## src/hw/rtl/dsso_pkg.sv

```systemverilog
`timescale 1ns / 1ps

package dsso_pkg;

  // Field and register widths.
  localparam int NOTE_W     = 7;
  localparam int FINE_W     = 8;
  localparam int SAMPLE_W   = 32;
  localparam int PHASE_W    = 32;
  localparam int GAIN_W     = 16;
  localparam int DET_W      = 17;
  localparam int OFF_W      = 13;
  localparam int CFG_IDX_W  = 2;
  localparam int CFG_DATA_W = 17;

  // Shared multiplier operand widths. They cover up to sixteen saws, where the
  // mix accumulator needs 52 bits and the mix after the first shift 36 bits.
  localparam int MUL_A_W = 36;
  localparam int MUL_B_W = 33;
  localparam int MUL_P_W = MUL_A_W + MUL_B_W;
  localparam int ACC_W   = 52;

  // Divisor of the fine pitch interpolation.
  localparam logic [7:0] FINE_DIV = 8'hFF;

  // Register reset values.
  localparam logic [DET_W-1:0]  DETUNE_RST = 17'd32768;
  localparam logic [GAIN_W-1:0] CENTER_RST = 16'd45875;
  localparam logic [GAIN_W-1:0] SIDE_RST   = 16'd26214;
  localparam logic [GAIN_W-1:0] OUTPUT_RST = 16'd21140;

  // Saw i starts at i times this spread after reset.
  localparam logic [PHASE_W-1:0] PHASE_SPREAD = 32'h9E3779B9;

  typedef enum logic [CFG_IDX_W-1:0] {
    CFG_DETUNE = 2'd0,
    CFG_CENTER = 2'd1,
    CFG_SIDE   = 2'd2,
    CFG_OUTPUT = 2'd3
  } dsso_cfg_e;

  typedef enum logic [3:0] {
    ST_IDLE,
    ST_LUT_A,
    ST_LUT_B,
    ST_DIV_SUM,
    ST_DIV_FIX,
    ST_MIX,
    ST_MIX_END,
    ST_GAIN,
    ST_SAT,
    ST_DT_MAG,
    ST_DT_STEP,
    ST_DT_END
  } dsso_state_e;

  typedef struct packed {
    dsso_state_e state;
    logic        first;
  } dsso_ctrl_t;

  // Equal-tempered phase increments. Note 120 sits at the top octave value and
  // each octave below halves it.
  localparam int NOTE_COUNT = 128;
  localparam logic [63:0] TOP_INC = 64'd749115498;
  localparam logic [31:0] SEMI_RATIO [12] = '{
    32'd1073741824, 32'd1137589835, 32'd1205234447, 32'd1276901417,
    32'd1352829926, 32'd1433273380, 32'd1518500250, 32'd1608794974,
    32'd1704458901, 32'd1805811301, 32'd1913190429, 32'd2026954652
  };

  typedef logic [PHASE_W-1:0] note_tab_t [NOTE_COUNT];

  function automatic note_tab_t build_note_table();
    note_tab_t   t;
    logic [63:0] p;
    int          oct;
    int          k;
    for (int n = 0; n < NOTE_COUNT; n++) begin
      oct  = n / 12;
      k    = n % 12;
      p    = TOP_INC * 64'(SEMI_RATIO[k]);
      t[n] = 32'(p >> (40 - oct));
    end
    return t;
  endfunction

  localparam note_tab_t NOTE_STEP_TABLE = build_note_table();

  // Detune offsets in signed Q0.16, split into magnitude and sign.
  // Voices past the seventh have no offset.
  function automatic logic [OFF_W-1:0] offset_mag(logic [3:0] i);
    logic [OFF_W-1:0] m;
    case (i)
      4'd0:    m = 13'd7210;
      4'd1:    m = 13'd4121;
      4'd2:    m = 13'd1279;
      4'd4:    m = 13'd1305;
      4'd5:    m = 13'd4074;
      4'd6:    m = 13'd7042;
      default: m = '0;
    endcase
    return m;
  endfunction

  function automatic logic offset_neg(logic [3:0] i);
    logic n;
    case (i)
      4'd0, 4'd1, 4'd2: n = 1'b1;
      default:          n = 1'b0;
    endcase
    return n;
  endfunction

endpackage

```

## src/hw/rtl/dsso_if.sv

```systemverilog
`timescale 1ns / 1ps

interface dsso_in_if import dsso_pkg::*; ();
  logic              valid;
  logic              ready;
  logic [NOTE_W-1:0] note;
  logic [FINE_W-1:0] fine;

  modport source (output valid, output note, output fine, input ready);
  modport sink (input valid, input note, input fine, output ready);
endinterface

interface dsso_out_if import dsso_pkg::*; ();
  logic                       valid;
  logic                       ready;
  logic signed [SAMPLE_W-1:0] sample;

  modport source (output valid, output sample, input ready);
  modport sink (input valid, input sample, output ready);
endinterface

```

## src/hw/rtl/dsso_mul.sv

```systemverilog
`timescale 1ns / 1ps

module dsso_mul import dsso_pkg::*; (
  input  logic                      clk_i,
  input  logic                      en_i,
  input  logic signed [MUL_A_W-1:0] a_i,
  input  logic signed [MUL_B_W-1:0] b_i,
  output logic signed [MUL_P_W-1:0] p_o
);

  logic signed [MUL_P_W-1:0] p_q;

  always_ff @(posedge clk_i) begin
    if (en_i) begin
      p_q <= a_i * b_i;
    end
  end

  assign p_o = p_q;

endmodule

```

## src/hw/rtl/dsso_seq.sv

```systemverilog
`timescale 1ns / 1ps

module dsso_seq import dsso_pkg::*; #(
  parameter int SAW_COUNT = 7,
  localparam int IDX_W = $clog2(SAW_COUNT)
) (
  input  logic             clk_i,
  input  logic             rst_ni,
  input  logic             start_i,
  input  logic             out_free_i,
  output dsso_ctrl_t       ctrl_o,
  output logic [IDX_W-1:0] idx_o
);

  dsso_state_e      state_q, state_d;
  logic [IDX_W-1:0] idx_q, idx_d;
  logic             last;

  always_ff @(posedge clk_i or negedge rst_ni) begin
    if (!rst_ni) begin
      state_q <= ST_IDLE;
      idx_q   <= '0;
    end else begin
      state_q <= state_d;
      idx_q   <= idx_d;
    end
  end

  always_comb begin
    state_d = state_q;
    idx_d   = idx_q;
    last    = (idx_q == IDX_W'(SAW_COUNT - 1));
    case (state_q)
      ST_IDLE: begin
        if (start_i) begin
          state_d = ST_LUT_A;
        end
      end
      ST_LUT_A:   state_d = ST_LUT_B;
      ST_LUT_B:   state_d = ST_DIV_SUM;
      ST_DIV_SUM: state_d = ST_DIV_FIX;
      ST_DIV_FIX: begin
        state_d = ST_MIX;
        idx_d   = '0;
      end
      ST_MIX: begin
        if (last) begin
          state_d = ST_MIX_END;
        end else begin
          idx_d = idx_q + IDX_W'(1);
        end
      end
      ST_MIX_END: state_d = ST_GAIN;
      ST_GAIN:    state_d = ST_SAT;
      ST_SAT: begin
        if (out_free_i) begin
          state_d = ST_DT_MAG;
          idx_d   = '0;
        end
      end
      ST_DT_MAG:  state_d = ST_DT_STEP;
      ST_DT_STEP: begin
        if (last) begin
          state_d = ST_DT_END;
        end else begin
          state_d = ST_DT_MAG;
          idx_d   = idx_q + IDX_W'(1);
        end
      end
      ST_DT_END:  state_d = ST_IDLE;
      default:    state_d = ST_IDLE;
    endcase
  end

  assign ctrl_o.state = state_q;
  assign ctrl_o.first = (idx_q == '0);
  assign idx_o        = idx_q;

endmodule

```

## src/hw/rtl/detuned_saw_stack_oscillator.sv

```systemverilog
`timescale 1ns / 1ps
// Detuned saw stack oscillator: SAW_COUNT phase accumulators, each a naive saw,
// mixed with a centre and a side gain, scaled by an output gain and saturated.
// Input channel in_i: one item per audio sample tick, carrying a note number
// and an upward fine step of 1/255 semitone. Output channel out_o: one signed
// Q1.31 sample item for every input item, in order.
// Configuration: cfg_we_i writes cfg_data_i into the register named by
// cfg_idx_i (detune amount, centre gain, side gain, output gain). Write only
// while the block is idle with no sample outstanding.
// Sequencing: all multiplies run through one shared multiplier under a sequencer.
// An accepted item passes through the table lookup and divide by 255, one
// multiply per saw for the mix, and the output gain and saturation into the
// output register, then two multiplies per saw for the detuned phase advance.
// The next item is accepted only once that phase advance is done.
// The output register holds one finished sample. If the receiver stalls, the
// block waits before advancing the phases until that register is free.
// Reset returns the registers to their defaults and the saws to fixed,
// distinct starting phases; the block is ready as soon as reset is released.
module detuned_saw_stack_oscillator import dsso_pkg::*; #(
  parameter int SAW_COUNT    = 7,
  parameter int CENTER_INDEX = 3
) (
  input  logic                  clk_i,
  input  logic                  rst_ni,
  dsso_in_if.sink               in_i,
  dsso_out_if.source            out_o,
  input  logic                  cfg_we_i,
  input  logic [CFG_IDX_W-1:0]  cfg_idx_i,
  input  logic [CFG_DATA_W-1:0] cfg_data_i
);

  localparam int IDX_W = $clog2(SAW_COUNT);

  // Configuration registers.
  logic [DET_W-1:0]  detune_q;
  logic [GAIN_W-1:0] center_q;
  logic [GAIN_W-1:0] side_q;
  logic [GAIN_W-1:0] outgain_q;

  // Sequencer and shared multiplier.
  dsso_ctrl_t                ctrl;
  logic [IDX_W-1:0]          idx;
  logic                      in_accept;
  logic                      out_free;
  logic                      mul_en;
  logic signed [MUL_A_W-1:0] mul_a;
  logic signed [MUL_B_W-1:0] mul_b;
  logic signed [MUL_P_W-1:0] mul_p;

  // Item registers and datapath.
  logic [NOTE_W-1:0]          note_q;
  logic [FINE_W-1:0]          fine_q;
  logic [NOTE_W-1:0]          next_note;
  logic [NOTE_W-1:0]          tab_idx;
  logic [PHASE_W-1:0]         tab_val;
  logic [PHASE_W-1:0]         a_q;
  logic [39:0]                x_q;
  logic [40:0]                s_q;
  logic [40:0]                s_d;
  logic [31:0]                q_est;
  logic [40:0]                rem;
  logic [PHASE_W-1:0]         inc_q;
  logic [PHASE_W-1:0]         phase_q [SAW_COUNT];
  logic signed [31:0]         saw;
  logic                       is_center;
  logic signed [ACC_W-1:0]    acc_q;
  logic signed [35:0]         mix_scaled;
  logic signed [SAMPLE_W-1:0] sat_val;
  logic [IDX_W-1:0]           wr_idx;
  logic                       phase_we;
  logic [29:0]                detune_m;
  logic [PHASE_W-1:0]         step;
  logic                       out_valid_q;
  logic signed [SAMPLE_W-1:0] out_sample_q;

  assign in_accept = in_i.valid && in_i.ready;
  assign out_free  = !out_valid_q || out_o.ready;

  dsso_seq #(
    .SAW_COUNT (SAW_COUNT)
  ) u_seq (
    .clk_i      (clk_i),
    .rst_ni     (rst_ni),
    .start_i    (in_accept),
    .out_free_i (out_free),
    .ctrl_o     (ctrl),
    .idx_o      (idx)
  );

  dsso_mul u_mul (
    .clk_i (clk_i),
    .en_i  (mul_en),
    .a_i   (mul_a),
    .b_i   (mul_b),
    .p_o   (mul_p)
  );

  assign in_i.ready   = (ctrl.state == ST_IDLE);
  assign out_o.valid  = out_valid_q;
  assign out_o.sample = out_sample_q;

  always_ff @(posedge clk_i or negedge rst_ni) begin
    if (!rst_ni) begin
      detune_q  <= DETUNE_RST;
      center_q  <= CENTER_RST;
      side_q    <= SIDE_RST;
      outgain_q <= OUTPUT_RST;
    end else if (cfg_we_i) begin
      case (cfg_idx_i)
        CFG_DETUNE: detune_q  <= cfg_data_i;
        CFG_CENTER: center_q  <= cfg_data_i[GAIN_W-1:0];
        CFG_SIDE:   side_q    <= cfg_data_i[GAIN_W-1:0];
        CFG_OUTPUT: outgain_q <= cfg_data_i[GAIN_W-1:0];
        default: begin
        end
      endcase
    end
  end

  // The top note interpolates toward itself, so fine has no effect there.
  assign next_note = (note_q == {NOTE_W{1'b1}}) ? note_q : note_q + NOTE_W'(1);
  assign tab_idx   = (ctrl.state == ST_LUT_A) ? note_q : next_note;
  assign tab_val   = NOTE_STEP_TABLE[tab_idx];

  // Divide by 255: the sum x * (1 + 2^-8 + ... + 2^-32) / 256 lands on the true
  // quotient or one below it, and the remainder check fixes the latter case.
  assign s_d = 41'(mul_p[39:0]) + 41'(mul_p[39:8]) + 41'(mul_p[39:16])
             + 41'(mul_p[39:24]) + 41'(mul_p[39:32]);
  assign q_est = s_q[39:8];
  assign rem   = 41'(x_q) - {1'b0, q_est, 8'd0} + 41'(q_est);

  // A saw reads as 2 * phase - 1 in Q1.31, which is the phase with its top bit flipped.
  assign saw       = {~phase_q[idx][PHASE_W-1], phase_q[idx][PHASE_W-2:0]};
  assign is_center = (int'(idx) == CENTER_INDEX);

  // Multiplier operand selection for each sequencer step.
  always_comb begin
    mul_en = 1'b1;
    mul_a  = '0;
    mul_b  = '0;
    case (ctrl.state)
      ST_LUT_B: begin
        mul_a = MUL_A_W'(fine_q);
        mul_b = {1'b0, tab_val - a_q};
      end
      ST_MIX: begin
        mul_a = MUL_A_W'(saw);
        mul_b = MUL_B_W'(is_center ? center_q : side_q);
      end
      ST_GAIN: begin
        mul_a = acc_q[ACC_W-1:16];
        mul_b = MUL_B_W'(outgain_q);
      end
      ST_DT_MAG: begin
        mul_a = MUL_A_W'(offset_mag(4'(idx)));
        mul_b = MUL_B_W'(detune_q);
      end
      ST_DT_STEP: begin
        mul_a = MUL_A_W'(mul_p[29:0]);
        mul_b = {1'b0, inc_q};
      end
      default: mul_en = 1'b0;
    endcase
  end

  // Mixed sample after the output gain, floor-shifted and clamped to Q1.31.
  assign mix_scaled = mul_p[ACC_W-1:16];
  always_comb begin
    if (mix_scaled[35:31] == 5'b00000 || mix_scaled[35:31] == 5'b11111) begin
      sat_val = mix_scaled[SAMPLE_W-1:0];
    end else if (mix_scaled[35]) begin
      sat_val = {1'b1, {(SAMPLE_W-1){1'b0}}};
    end else begin
      sat_val = {1'b0, {(SAMPLE_W-1){1'b1}}};
    end
  end

  always_ff @(posedge clk_i) begin
    if (in_accept) begin
      note_q <= in_i.note;
      fine_q <= in_i.fine;
    end
    if (ctrl.state == ST_LUT_A) begin
      a_q <= tab_val;
    end
    if (ctrl.state == ST_DIV_SUM) begin
      x_q <= mul_p[39:0];
      s_q <= s_d;
    end
    if (ctrl.state == ST_DIV_FIX) begin
      inc_q <= a_q + q_est + 32'(rem >= 41'(FINE_DIV));
    end
    if (ctrl.state == ST_MIX && ctrl.first) begin
      acc_q <= '0;
    end else if (ctrl.state == ST_MIX || ctrl.state == ST_MIX_END) begin
      acc_q <= acc_q + ACC_W'(signed'(mul_p[47:0]));
    end
  end

  // The step product of a saw arrives while the next saw starts its detune
  // magnitude, so the write trails the sequencer index by one.
  assign phase_we = (ctrl.state == ST_DT_MAG && !ctrl.first) || (ctrl.state == ST_DT_END);
  assign wr_idx   = (ctrl.state == ST_DT_END) ? idx : idx - IDX_W'(1);
  assign detune_m = mul_p[61:32];
  assign step     = offset_neg(4'(wr_idx)) ? inc_q - PHASE_W'(detune_m)
                                           : inc_q + PHASE_W'(detune_m);

  always_ff @(posedge clk_i or negedge rst_ni) begin
    if (!rst_ni) begin
      for (int i = 0; i < SAW_COUNT; i++) begin
        phase_q[i] <= PHASE_SPREAD * PHASE_W'(i);
      end
    end else if (phase_we) begin
      phase_q[wr_idx] <= phase_q[wr_idx] + step;
    end
  end

  always_ff @(posedge clk_i or negedge rst_ni) begin
    if (!rst_ni) begin
      out_valid_q <= 1'b0;
    end else if (ctrl.state == ST_SAT && out_free) begin
      out_valid_q <= 1'b1;
    end else if (out_o.ready) begin
      out_valid_q <= 1'b0;
    end
  end

  always_ff @(posedge clk_i) begin
    if (ctrl.state == ST_SAT && out_free) begin
      out_sample_q <= sat_val;
    end
  end

endmodule

```

## src/flat_wrapper.sv

```systemverilog
// flat-port wrapper written by rule: the top's interface ports become plain ports
module detuned_saw_stack_oscillator_flat import dsso_pkg::*;
#(
  parameter int SAW_COUNT    = 7,
  parameter int CENTER_INDEX = 3
)
  (clk_i, rst_ni, cfg_we_i, cfg_idx_i, cfg_data_i, in_i_valid, in_i_note, in_i_fine, in_i_ready, out_o_valid, out_o_sample, out_o_ready);
  dsso_in_if in_i_i ();
  dsso_out_if out_o_i ();
  input  logic clk_i;
  input  logic rst_ni;
  input  logic cfg_we_i;
  input  logic [CFG_IDX_W-1:0] cfg_idx_i;
  input  logic [CFG_DATA_W-1:0] cfg_data_i;
  input wire logic [$bits(in_i_i.valid)-1:0] in_i_valid;
  input wire logic [$bits(in_i_i.note)-1:0] in_i_note;
  input wire logic [$bits(in_i_i.fine)-1:0] in_i_fine;
  output wire logic [$bits(in_i_i.ready)-1:0] in_i_ready;
  output wire logic [$bits(out_o_i.valid)-1:0] out_o_valid;
  output wire logic [$bits(out_o_i.sample)-1:0] out_o_sample;
  input wire logic [$bits(out_o_i.ready)-1:0] out_o_ready;
  assign in_i_i.valid = in_i_valid;
  assign in_i_i.note = in_i_note;
  assign in_i_i.fine = in_i_fine;
  assign in_i_ready = in_i_i.ready;
  assign out_o_valid = out_o_i.valid;
  assign out_o_sample = out_o_i.sample;
  assign out_o_i.ready = out_o_ready;
  detuned_saw_stack_oscillator #(.SAW_COUNT(SAW_COUNT), .CENTER_INDEX(CENTER_INDEX)) u_core (.clk_i(clk_i), .rst_ni(rst_ni), .in_i(in_i_i), .out_o(out_o_i), .cfg_we_i(cfg_we_i), .cfg_idx_i(cfg_idx_i), .cfg_data_i(cfg_data_i));
endmodule
```

## config.mk

```make
export PLATFORM = sky130hd
export DESIGN_NAME = detuned_saw_stack_oscillator_flat
export DESIGN_NICKNAME = d
export VERILOG_FILES = /design/src/hw/rtl/dsso_pkg.sv /design/src/hw/rtl/dsso_if.sv /design/src/hw/rtl/dsso_mul.sv /design/src/hw/rtl/dsso_seq.sv /design/src/hw/rtl/detuned_saw_stack_oscillator.sv /design/src/flat_wrapper.sv
export SDC_FILE = /design/constraint.sdc
export NUM_CORES = 2
export LEC_CHECK = 0
export ABC_AREA = 1
export BUFFER_PORTS_ARGS = -buffer_cell sky130_fd_sc_hd__buf_2
export CAP_MARGIN = 20
export CORE_ASPECT_RATIO = 1.25
export CORE_MARGIN = 2
export CORE_UTILIZATION = 45
export DETAILED_ROUTE_END_ITERATION = 8
export HOLD_SLACK_MARGIN = 0.12
export SYNTH_ARGS = -nofsm -noshare
export SYNTH_HDL_FRONTEND = slang
export SYNTH_SLANG_ARGS = --single-unit
```

## constraint.sdc

```tcl
create_clock -name clk_i -period 17.11 [get_ports clk_i]
set_clock_uncertainty 0.05 [all_clocks]
set_input_delay 2.5665 -clock clk_i [delete_from_list [all_inputs] [get_ports clk_i]]
set_output_delay 2.5665 -clock clk_i [all_outputs]
set_load 0.03 [all_outputs]
```

# Word level (Yosys, flattened, before mapping)
# Memory sizes are Yosys's and may differ from the RTL's.
# Cells that the tools add are included.
# totals
mem_count	1
mem_bits_ro	4096
in_bits	39
out_inout_bits	34
register_bits	602
# memory_table
name	words	word_bits	read_ports	rd_clocked_by_memory_dff	write_ports	line	text
(name not given)	128	32	1	0	0	detuned_saw_stack_oscillator.sv:123	assign tab_val = NOTE_STEP_TABLE[tab_idx];
# classes
eq_ne	28
reduce_logical	27
order_cmp	5
bitwise	4
muxes	33
n_mul	1
n_addsub	16
# op_table
op	n
$mux W32	10
$bwmux W224	1
$bmux W32 S3	2
$pmux W36 S5	1
$pmux W32 S5	1
$demux W32 S3	1
$pmux W13 S6	1
$add A32 B32 Y32	2
$mul A36 B33 Y62	1
$add A52 B48 Y52	1
$pmux W4 S11	1
$add A41 B32 Y41	1
$ge A41 B8 Y1 const B	1
$sub A40 B40 Y41	1
$add A40 B16 Y40	1
$add A40 B24 Y40	1
$add A40 B32 Y40	1
$add A40 B8 Y40	1
$add A32 B1 Y32	1
$add A32 B30 Y32	1
$sub A32 B30 Y32	1
$sub A32 B32 Y32	1
$eq A4 B3 Y1 const B	4
$eq A4 B4 Y1 const B	4
other kinds (41)	73

# Longest topological paths before layout
# logic_depth
word_depth	10
ltp_mapped	66
depth_no_buf	64

# By module
# Synthesis repeated with hierarchy kept, for this count alone.
# unflattened
hier_cells	12436
area_unflattened_um2	92837.8
# modules_own_cells
module	area_each_um2	instances	seq_area_each_um2	cells_per_inst
dsso_mul	47187.8	1	2072.0	5988
detuned_saw_stack_oscillator	45158.3	1	13927.1	6379
dsso_seq	491.7	1	175.2	69

# Worst setup path after synthesis
# OpenSTA, ideal clock, no wires.
# synth_path
path_type	register to register
from	register u_core.note_q[0]
to	register u_core.u_mul.p_q[57], in the netlist u_core.u_mul.p_o[57] (data pin)
setup_slack_ns	6.566
t_required_ns	16.795
t_arrival_ns	10.229
setup_time_ns	0.265
path_stages_with_launch	56
path_buffers	2
path_cell_list	edfxtp_1 > ha_1 > nand2_1 > nor2_2 > nand2_2 > nand2_2 > o21ai_2 > inv_1 > ha_1 > inv_1 > nand2_2 > nand3_1 > a21oi_1 > nor3_1 > nand2_1 > nand2_1 > ha_1 > fa_1 > [... 20 more ...] > fa_1 > inv_1 > fa_1 > fa_1 > fa_1 > inv_1 > fa_1 > inv_1 > ha_1 > nand2_1 > nor2_1 > nand2_1 > nor4_1 > a21oi_1 > o21ai_0 > a21oi_1 > o21ai_0 > xor2_1
# synth_via
elab_chain_cells	10
elab_cells_between_ends	11
cone_classes	2 x add/sub; 1 x mul; 1 x eq/ne; 5 x mux; 1 x bitwise; 1 x memory
# synth_lines
element	line	text
from (decl)	detuned_saw_stack_oscillator.sv:51	logic [NOTE_W-1:0] note_q;
from (signal assigned)	detuned_saw_stack_oscillator.sv:180	note_q <= in_i.note;
$add A7 B1 Y7 / $eq A7 B7 Y1 (equally long branches)	detuned_saw_stack_oscillator.sv:121	assign next_note = (note_q == {NOTE_W{1'b1}}) ? note_q : note_q + NOTE_W'(1);
$mux W7	detuned_saw_stack_oscillator.sv:121	
$mux W7 (*)	detuned_saw_stack_oscillator.sv:122	assign tab_idx = (ctrl.state == ST_LUT_A) ? note_q : next_note;
$not A7 Y8 (not written as such) (*)	detuned_saw_stack_oscillator.sv:123	
$mem_v2 Z128 W32 (*)	--	
$mux W32 (not written as such) (*) (2 in a row)	detuned_saw_stack_oscillator.sv:123	
$sub A32 B32 Y32 (*)	detuned_saw_stack_oscillator.sv:144	mul_b = {1'b0, tab_val - a_q};
$pmux W32 S5 (*)	detuned_saw_stack_oscillator.sv:141	case (ctrl.state)
$mul A36 B33 Y62 (*)	dsso_mul.sv:15	p_q <= a_i * b_i;
to (signal assigned)	dsso_mul.sv:15	
to (decl)	dsso_mul.sv:11	logic signed [MUL_P_W-1:0] p_q;
# Mark *: on every way between the ends. The rest lies on a longest branch, timed or not. The select of a mux whose other input is x is not followed.
# A chain may end at the register's enable or synchronous reset.

# Final worst setup path
# layout_path
from	register u_core.u_seq.state_q[3]
to	register u_core.u_mul.p_q[56], in the netlist u_core.u_mul.p_o[56] (data pin)
# layout_via
elab_chain_cells	9
elab_cells_between_ends	15
cone_classes	1 x add/sub; 1 x mul; 6 x eq/ne; 5 x mux; 1 x bitwise; 1 x memory
# layout_lines
element	line	text
from (decl)	dsso_seq.sv:15	dsso_state_e state_q, state_d;
from (signal assigned)	dsso_seq.sv:24	state_q <= state_d;
$eq A4 B1 Y1	detuned_saw_stack_oscillator.sv:122	
$mux W7	detuned_saw_stack_oscillator.sv:122	
$not A7 Y8 (not written as such)	detuned_saw_stack_oscillator.sv:123	
$mem_v2 Z128 W32	--	
$mux W32 (not written as such) (2 in a row)	detuned_saw_stack_oscillator.sv:123	
$sub A32 B32 Y32	detuned_saw_stack_oscillator.sv:144	
$pmux W32 S5	detuned_saw_stack_oscillator.sv:141	
$mul A36 B33 Y62 (*)	dsso_mul.sv:15	
# Marked as above.

==> flow_metrics.py <==
metrics = {
    "sta": {
        "final.min_clock_period_ns": 14.55,
        "period_share_pct": 85.06,
        "finalSetupViolations": 0,
        "tightest_slew_ns": 1.286,
        "fmax_mhz": 68.71,
        "fin_setup_tns_ns": 0,
        "slew_violations": 0,
        "max-slew-margin-rel_pct": 14.28,
        "hold_viol": 0,
        "rsz0062_at_grt": "no",
    },
    "global_route": {
        "grt_util_all_layers_pct": 35.66,
        "first_global_vias": 75230,
        "overflow": 0,
        "grt_max_degree": 192,
        "grtUsageMet2_pct": 58.48,
        "grt_pass1_wl_mm": 493.5,
        "antenna_found_initial": 32,
        "busiest_layer": "met2",
        "grtUsageMet1_pct": 45.27,
        "grt_use_met3_pct": 6.242,
    },
    "synthesis": {
        "syn_area_per_cell_sq_um": 8.017,
        "netlist_area_sq_mm": 0.08291,
        "synth_top_area_share_pct": 28.95,
        "synthTopCellsByArea": "fa_1 (29%), nand2_1 (10%), edfxtp_1 (8.8%), inv_1 (8.7%), ha_1 (7.8%)",
        "synthCells": 10340,
        "synthMostInstantiatedCell": "nand2_1",
        "ys.flop_type": "edfxtp_1",
        "synth_cell_types": 78,
        "yosysTopAreaCell": "fa_1",
        "seq_area_frac_synth_pct": 19.26,
        "ys_seq_elements": 593,
        "synth_edf_count": 244,
        "ys_top_cells_by_count": "nand2_1 (2207), inv_1 (1930), fa_1 (1199), nor2_1 (830), o21ai_0 (720)",
        "yosysWarnings": 0,
        "async_reset_ff_share_pct": 50.08,
    },
    "finish": {
        "fin_nets": 12100,
        "layout-drive-gt1-share_pct": 6.351,
        "syn_to_final_growth_pct": 7.227,
        "fillers": 18100,
    },
    "critical_path": {
        "crit_top_cell": "fa_1",
        "crit_path_max_incr_delay_ns": 0.74,
        "crit_fanout": 51,
        "crit_required_ns": 17.49,
        "start_kind": "flip-flop",
        "crit_path_end_kind": "flip-flop",
        "cp_slowest_cell": "inv_2",
        "worstPathArrival_ns": 14.94,
        "r2r_cells": 46,
        "path_class": "flip-flop to flip-flop",
    },
    "routing": {
        "first_pass_iters": 8,
        "vias_per_cell": 5.708,
        "vias": 73190,
        "drc": 0,
        "postRouteAntennaNets": 0,
        "wire_per_inst_um": 25.93,
        "drtIter0Drc": 6502,
        "drt_wl_total_mm": 332.4,
    },
    "cts": {
        "cts_hold_buffers": 0,
        "cts_sinks": 593,
        "cts_tree": "built",
        "ctsResizeCount": 0,
        "clockBufferDepth": 3,
        "numCtsBuffers": 74,
        "path_clk_slew_ns": 0.06,
        "cts_setup_buffers": 0,
        "root_buffer": "clkbuf_16",
        "h-tree-depth": 3,
        "clk_latency_ns": 0.71,
    },
    "status": {
        "status": "complete, no violations",
    },
    "min_path": {
        "hold_path_class": "flip-flop to flip-flop",
        "hold_path_depth": 2,
    },
    "floorplan": {
        "die_y_um": 483.9,
        "start_util_pct": 45.20,
        "core_area_sq_mm": 0.1834,
        "design.die.area_sq_mm": 0.1877,
        "num_rows": 176,
        "die_w_um": 387.9,
        "io_pins": 73,
    },
    "placed_design": {
        "portBuffers": 72,
        "place_congestion": 1.026,
        "dp_hpwl_mm": 263.9,
    },
    "job": {
        "cap_violations": 0,
    },
}
-- cells in the final DEF (no fill, tap or decap), types with 52 or more instances in the layout --
cell type,instances
a21oi_1,523
a221oi_1,64
a31oi_1,58
buf_2,71
buf_4,163
clkbuf_16,78
conb_1,83
dfrtp_1,164
dfstp_2,131
dfxtp_1,52
edfxtp_1,244
fa_1,1199
ha_1,515
inv_1,1927
nand2_1,2205
nand3_1,346
nor2_1,821
nor3_1,52
o211ai_1,89
o21ai_0,717
o21bai_1,61
xnor2_1,73
xor2_1,171
-- stage by stage --
step	area [sq um]	cells	hold WS [ns]	util [%]	setup WS, ns
finish	88900	12820	0.4241	48.46	2.556
global placement	86220	12670	0.4059	47.00	3.019
detailed placement	86270	12670	0.4128	47.03	2.996
global route	88870	12810	0.4369	48.45	2.043
CTS	88800	12810	0.4220	48.41	2.959
floorplan	83210	10420	0.3953	-	6.566
-- logic make-up after synthesis --
family / after synthesis / synth area share, %
AND/OR/NAND/NOR: 3615 / 17.66
buffers and inverters: 2365 / 11.06
AO/OA/AOI/OAI: 1790 / 12.45
adder cells (fa/ha/maj): 1714 / 36.72
flip-flops: 593 / 19.26
XOR/XNOR: 245 / 2.597
multiplexers: 18 / 0.2415
other: 2 / 0.009058
-- final cells by class --
type	instances	area [sq um]	share of cell area, %
diodes	12	30.03	0.03378
well taps	2403	3007	3.382
repair buffers	240	1703	1.916
flip-flops and latches	593	15970	17.96
multi-input cells	7465	58260	65.53
inverters	1971	7402	8.326
clock buffers	98	2117	2.381
clock inverters	40	416.7	0.4687
-- path summary, 6_finish.rpt --
| kind | from | end | slack, ns |
|---|---|---|---|
| max | u_core.u_seq.state_q[3] | u_core.u_mul.p_o[56] | 2.56 |
| min | u_core.phase_q[6] | u_core.phase_q[6] | 0.42 |
| max reg2reg | u_core.u_seq.state_q[3] | u_core.u_mul.p_o[56] | 2.56 |
| min reg2reg | u_core.phase_q[6] | u_core.phase_q[6] | 0.42 |
| max in group asynchronous | rst_ni | u_core.phase_q[208] | 13.94 |
| min in group asynchronous | rst_ni | u_core.outgain_q[0] | 1.70 |
-- critical path: cells and delay by family, from the launching register on --
kind            cells  cell delay [ns]
compound gates     12             2.82
xor+xnor            2             0.32
fa+ha+maj          11             5.29
buf+inv            11             2.24
flops               1             0.43
simple gates       10             3.01
-- flip-flops by register name (all words and copies together) (netlist names) --
signal / flops
u_core.acc_q: 52
u_core.note_q: 7
u_core.inc_q: 32
u_core.side_q: 16
u_core.out_o.sample: 32
u_core.fine_q: 8
u_core.phase_q: 224
u_core.outgain_q: 16
u_core.u_seq.idx_o: 3
u_core.a_q: 31
u_core.s_q: 32
u_core.out_o.valid: 1
u_core.u_mul.p_o: 62
u_core.x_q: 40
u_core.detune_q: 17
u_core.u_seq.state_q: 4
u_core.center_q: 16
-- metal layers --
layer | up-vias | share of wire (%)
met5 | - | 0.042
met4 | 22 | 6.1
met3 | 818 | 8.2
met2 | 3226 | 46
met1 | 36650 | 39
li1 | 32480 | -
Power is left out: the tool's default activity adds up to more than one toggle a clock period on the data nets, which glitch-free logic cannot reach.
